--- config.mk ---
export PLATFORM = sky130hd
export DESIGN_NAME = iss_cell
export DESIGN_NICKNAME = d
export VERILOG_FILES = /design/src/sv/iss_pkg.sv /design/src/sv/iss_cell.sv
export SDC_FILE = /design/constraint.sdc
export NUM_CORES = 1
export LEC_CHECK = 0
export ABC_AREA = 1
export ABC_CLOCK_PERIOD_IN_PS = 3570
export BUFFER_PORTS_ARGS = -buffer_cell sky130_fd_sc_hd__buf_2
export CELL_PAD_IN_SITES_DETAIL_PLACEMENT = 0
export CELL_PAD_IN_SITES_GLOBAL_PLACEMENT = 1
export CORE_UTILIZATION = 30
export DETAILED_ROUTE_END_ITERATION = 8
export PLACE_DENSITY = 0.91
export SYNTH_ARGS = -nofsm -noshare
export SYNTH_HDL_FRONTEND = slang
export SYNTH_SLANG_ARGS = --single-unit
--- constraint.sdc ---
create_clock -name clk -period 3.57 [get_ports clk]
set_clock_uncertainty 0.05 [all_clocks]
set_input_delay 0.5355 -clock clk [delete_from_list [all_inputs] [get_ports clk]]
set_output_delay 0.5355 -clock clk [all_outputs]
set_load 0.03 [all_outputs]
--- src/sv/iss_pkg.sv ---
`default_nettype none

package iss_pkg;

    // One input request: a value and the end-of-set mark.
    typedef struct packed {
        logic signed [31:0] value;
        logic               set_end;
    } req_t;

    // One emitted result.
    typedef struct packed {
        logic signed [31:0] sorted_value;
        logic               run_end;
        logic               overflow;
    } res_t;

    // Control broadcast to every cell of the chain.
    typedef struct packed {
        logic insert;   // place the key, shift larger values up by one
        logic drain;    // shift the whole chain down by one toward cell 0
    } cell_ctrl_t;

    // Sequencer states, one-hot.
    typedef enum logic [1:0] {
        ST_IDLE = 2'b01,
        ST_EMIT = 2'b10
    } state_t;

endpackage

`default_nettype wire

--- src/sv/iss_cell.sv ---
`default_nettype none

module iss_cell #(
    parameter int DATA_WIDTH = 32
) (
    input  wire                          clk,
    input  wire iss_pkg::cell_ctrl_t     ctrl,
    input  wire logic signed [DATA_WIDTH-1:0] key,
    input  wire                          occ,
    input  wire                          prev_occ,
    input  wire                          prev_gt,
    input  wire logic signed [DATA_WIDTH-1:0] prev_val,
    input  wire logic signed [DATA_WIDTH-1:0] next_val,
    output logic                         gt,
    output logic signed [DATA_WIDTH-1:0] val
);

    logic signed [DATA_WIDTH-1:0] val_reg;
    logic signed [DATA_WIDTH-1:0] val_next;

    // Strictly greater keeps equal values in arrival order.
    assign gt  = occ && (val_reg > key);
    assign val = val_reg;

    always_comb
    begin
        val_next = val_reg;
        if (ctrl.drain)
        begin
            val_next = next_val;
        end
        else if (ctrl.insert)
        begin
            priority if (prev_gt)
            begin
                val_next = prev_val;
            end
            else if (gt || (!occ && prev_occ))
            begin
                val_next = key;
            end
        end
    end

    always_ff @(posedge clk)
    begin
        val_reg <= val_next;
    end

endmodule

`default_nettype wire

; ---- Word-level counts from Yosys, hierarchy flattened
; Cells that the tools add are included.
; W data, S select, Z words.
[word_totals]
input_bits = 102
output_inout_bits = 33
regBits = 32
[op_classes]
n_reduce_logical = 7
magnitude_cmp = 1
n_mux = 4
[ops]
columns = operator, count
row1 = $mux W32, 4
row2 = $gt A32 B32 Y1, 1
row3 = $reduce_bool A3 Y1, 1
row4 = $logic_and A1 B1 Y1, 2
row5 = $reduce_and A2 Y1, 1
row6 = $reduce_bool A2 Y1, 1
row7 = $logic_not A1 Y1, 1
row8 = $logic_or A1 B1 Y1, 1

; ---- Logic depth before layout (Yosys ltp)
[logic_depth]
depth_word = 7
depth_mapped = 17

; ---- Least setup slack after synthesis
; OpenSTA, ideal clock, no wires.
[synth_path]
path_type = flip-flop to flip-flop
from = reg val_reg[31] (netlist: val[31])
to = reg val_reg[0] (netlist: val[0]) (enable)
stages_incl_launch_ff = 12
path_buffers = 0
arrival_time_ps = 2524
slack_ps = 595
path_cell_list = edfxtp_1 ha_1 nand2_1 nor2_2 nand2_2 nor2_2 nand2_1 nand2_1 nand2_1 nand2_1 nand2_2 a21oi_2
[synth_between]
elab_chain_len = 5
[synth_lines]
columns = item, line
row1 = from (decl), iss_cell.sv:18  ; logic signed [DATA_WIDTH-1:0] val_reg;
row2 = from (signal assigned), iss_cell.sv:47  ; val_reg <= val_next;
row3 = $gt A32 B32 Y1, iss_cell.sv:22  ; assign gt = occ && (val_reg > key);
row4 = $logic_and A1 B1 Y1, iss_cell.sv:22
row5 = $logic_or A1 B1 Y1, iss_cell.sv:38  ; else if (gt || (!occ && prev_occ))
row6 = $reduce_bool A3 Y1 (no line), -
row7 = $reduce_and A2 Y1 (no line), -
; Every way passes these cells.
; A chain may end at the register's enable or synchronous reset.

; ---- Final worst setup path
[layout_path]
from = reg val_reg[15] (netlist: val[15])
to = reg val_reg[28] (netlist: val[28]) (enable)
; The elaborated chain is that of the path after synthesis.

==> results.md <==
Logic synthesis:
- The synthesized design contains 32 enable-type register cells.
- For this run, the number of Yosys warnings is 0.
- Counting instances in the post-synthesis netlist gives the leading cell types as sky130_fd_sc_hd__a21oi_1 (76), sky130_fd_sc_hd__nand2_1 (72), sky130_fd_sc_hd__inv_1 (43).
- After synthesis, the cell types taking the most area are sky130_fd_sc_hd__edfxtp_1 (38%), sky130_fd_sc_hd__ha_1 (16%), sky130_fd_sc_hd__a21oi_1 (15%), sky130_fd_sc_hd__nand2_1 (11%), sky130_fd_sc_hd__inv_1 (6.4%).
- After synthesis, the mean cell area works out to 7.60 um^2.
- For this run, the leading register cell type out of synthesis is sky130_fd_sc_hd__edfxtp_1.
- The number of nets handed over by synthesis was around 470.
- The sequential fraction of the synthesis area is 38.2%.
- Counting distinct cell types in the post-synthesis netlist gives 21.
- The synthesized design contains 32 register bits.
- The cell taking the most area after synthesis is sky130_fd_sc_hd__edfxtp_1.
- After synthesis, the share of flip-flops with an asynchronous set or reset is 0%.
- Summed over its instances, the top area cell type makes up 38.2% of the synthesized netlist area.
- sky130_fd_sc_hd__a21oi_1 is the most common cell in the netlist.
- The post-synthesis instance total is roughly 330.
- The area of the mapped netlist is roughly 0.0025 mm^2.

Drt:
- For this block, the initial DRC count from the detailed router was 47.
- The detailed-route wire length per cell is ~12 um.
- The first detailed-routing pass ran for 4 iterations.
- Summed over all layers, the routed wires come to 7.07 mm.
- The via count normalized by instance count is about 4.6.
- The via count is roughly 2.6k.
- The count of nets left with antenna violations once routing finished came out at 0.
- After detailed routing, the number of remaining DRC violations is 0.

Floorplanning:
- The core box area is 0.00818 mm^2.
- For this design the top-level I/O count stands at about 140.
- Measured along the y axis, the die boundary spans between 90 and 100 um.
- The floorplan has 33 rows.
- The floorplan die width is slightly above 90 um.
- The effective utilization at floorplan is 30.8%.
- The floorplan die area is roughly 0.009 mm^2.

Placement:
- Once placement finished, the instance area stood at around 0.0033 mm^2.
- The post-DP HPWL is 5.42 mm.
- The number of buffers inserted by port buffering is 134.
- Once placement completed, the tool counted placed cells totaling approximately 560.
- Routability-driven placement finished with a final weighted congestion of approximately 0.72.

Power:
- The peak supply drop is around 0.00017 V.
- The analysis attributes to cell leakage a power of roughly 1.8 nW.
- In this run the power density over the cells is 348 mW/mm^2.

Worst setup path:
- The category of the most critical setup path is reg -> reg.
- The kind of end point of the critical path is a register.
- The worst setup path is launched from a register.
- The startpoint identified for the worst register-to-register timing path is val[15]$_DFFE_PP_.
- The launch point of the worst path is val[15]$_DFFE_PP_.
- The data arrival time of the worst path is between 2 and 3 ns.
- Along the worst path, the maximum fanout reaches 17.
- The required time of the critical path is about 3.5 ns.
- For the worst flop-to-flop path, the logic depth is 14.

CTS:
- TritonCTS built the clock tree.
- The clock passes through at most 2 buffers.
- After clock tree synthesis, the flow added hold-fix buffers numbering 0.
- After clock tree synthesis, the clock-pin slew on the worst setup and hold paths is around 0.070 ns.
- The number of H-tree levels is 2.
- For this design, the sink count on the clock tree is 32.
- In this run, post-CTS repair resized a total of 0 instances.
- Post-CTS timing repair inserted 0 buffers for setup.
- The clock latency reported for the late side of the worst-skew pair is ~0.29 ns.
- Buffers inserted during clock tree synthesis total 5.
- The tree is rooted in a sky130_fd_sc_hd__clkbuf_8.

Cells and area:
- Leaving out filler cells and counting taps, the final layout contains between 500 and 600.
- The register with the most flip-flops in the layout has 32 of them.
- Once layout is complete, the utilization of the core stands at about two fifths.
- The post-layout net count is just under 600.
- The antenna diode count is 0.
- The share of post-route cells with drive strength above 1 is 33.8%.
- Relative to the synthesized area, the layout overhead comes to 34.7%.
- The finished cells cover 0.00339 mm^2.

Global routing:
- The aggregate global-route resource usage is 16.4%.
- Entering global routing, the biggest net connects 36 pins.
- The first global-routing pass estimated between 10 and 15 mm of wire.
- The number of antenna violations at the first check in global routing is 0.
- The number of global-route vias before repair is 2402.
- The total congestion overflow after global routing is 0.

Timing:
- The count of pins over their slew limit was 0.
- Setup total negative slack on the finished layout was measured at 0 ns.
- The number of failing setup endpoints in the final timing report is 0.
- Of the available clock period, the critical path in the final layout requires around 75%.
- Setup repair after global routing left no endpoint under its margin.
- Final hold analysis gives a worst-case slack of between 0.5 and 0.6 ns.
- Counting I/O delays and the setup requirement, the final critical path takes approximately 2.7 ns.
- The number of hold-slack violations in the final timing report is 0.
- At the pin with the least slew margin, the transition time is about 1.1 ns.
- The worst-case headroom to the max-slew limit is 26.1%.
- Derived from the worst setup path, the maximum achievable clock frequency is 374 MHz.

Run:
- Max-cap violations in this run came to 0.

Hold path:
- The worst min-delay path class is in -> reg.
- The worst hold path stage count is 3.
- The worst hold path begins at next_val[15].

Status:
- The flow ran to the end, and the final reports show no timing, DRC or antenna violations.
[cells in the final DEF (no fill, tap or decap)]
cell	instances
sky130_fd_sc_hd__nand4_1	1
sky130_fd_sc_hd__nand3_1	2
sky130_fd_sc_hd__clkinv_2	2
sky130_fd_sc_hd__clkbuf_8	5
sky130_fd_sc_hd__buf_12	1
sky130_fd_sc_hd__nand2_1	72
sky130_fd_sc_hd__o21ai_0	2
sky130_fd_sc_hd__o21a_2	1
sky130_fd_sc_hd__nor2_2	3
sky130_fd_sc_hd__nand3_2	1
sky130_fd_sc_hd__ha_1	32
sky130_fd_sc_hd__nand2_2	2
sky130_fd_sc_hd__inv_2	2
sky130_fd_sc_hd__a211oi_1	1
sky130_fd_sc_hd__clkinv_1	1
sky130_fd_sc_hd__inv_1	43
sky130_fd_sc_hd__nor2_1	42
sky130_fd_sc_hd__a21oi_1	76
sky130_fd_sc_hd__a21oi_2	1
sky130_fd_sc_hd__nand4_2	1
sky130_fd_sc_hd__buf_2	134
sky130_fd_sc_hd__clkinv_4	1
sky130_fd_sc_hd__a21o_1	1
sky130_fd_sc_hd__edfxtp_1	32
sky130_fd_sc_hd__buf_4	1
sky130_fd_sc_hd__a21oi_4	1
[final timing paths]
| path | end | slack [ns] |
|---|---|---|
| max | val[28]$_DFFE_PP_ | 0.90 |
| min | val[15]$_DFFE_PP_ | 0.52 |
| max reg2reg | val[28]$_DFFE_PP_ | 0.90 |
| min reg2reg | val[20]$_DFFE_PP_ | 1.13 |
[per-layer routing]
metal / wire, um / vias up / GRT usage, % / part of all wire (%)
li1: - / 1353 / - / -
met1: 3160 / 1160 / 20.9 / 45
met2: 3450 / 83 / 28.4 / 49
met3: 411 / 7 / 3.33 / 5.8
met4: 48 / 0 / 3.46 / 0.68
met5: 0 / - / 0 / 0
[report_power, final]
group / total [mW] / switching [mW] / internal [mW]
Sequential: 0.486 / 0.0208 / 0.465
Combinational: 0.409 / 0.257 / 0.152
Clock: 0.285 / 0.149 / 0.136
[logic make-up after synthesis]
| kind of cell | count (synthesis) | share of synthesized area (%) |
|---|---|---|
| AOI/OAI and AO/OA | 83 | 17.2 |
| buffers and inverters | 60 | 8.95 |
| adders and majority gates | 32 | 15.9 |
| DFF | 32 | 38.2 |
| and+or+nand+nor | 124 | 19.8 |
[layout make-up]
type	count	area, um^2
fillers	871	4790
multi-input cells	239	1340
flip-flops and latches	32	961
repair buffers	136	698
inverters	46	173
well taps	105	131
clock buffers	5	68.8
clock inverters	3	18.8
[stage by stage]
step | worst slack (ns) | total power, mW
finish | 0.898 | 1.18
global route | 0.612 | 1.26
CTS | 0.872 | 1.19
detailed placement | 0.635 | 0.908
global placement | 0.644 | 0.900
floorplan | 0.595 | 0.755
[worst max-delay path, stage by stage (launching register included)]
cell	delay, ns
sky130_fd_sc_hd__edfxtp_1	0.40
sky130_fd_sc_hd__ha_1	0.31
sky130_fd_sc_hd__nand2_1	0.06
sky130_fd_sc_hd__nor2_1	0.18
sky130_fd_sc_hd__nand2_1	0.13
sky130_fd_sc_hd__clkinv_1	0.06
sky130_fd_sc_hd__nand2_1	0.04
sky130_fd_sc_hd__nand2_1	0.07
sky130_fd_sc_hd__nand2_1	0.07
sky130_fd_sc_hd__nand2_1	0.06
sky130_fd_sc_hd__nand2_1	0.04
sky130_fd_sc_hd__nand2_1	0.06
sky130_fd_sc_hd__nand2_2	0.07
sky130_fd_sc_hd__a21oi_4	0.54
sky130_fd_sc_hd__buf_12	0.24
No activity file was read; power rests on OpenSTA's default activity.
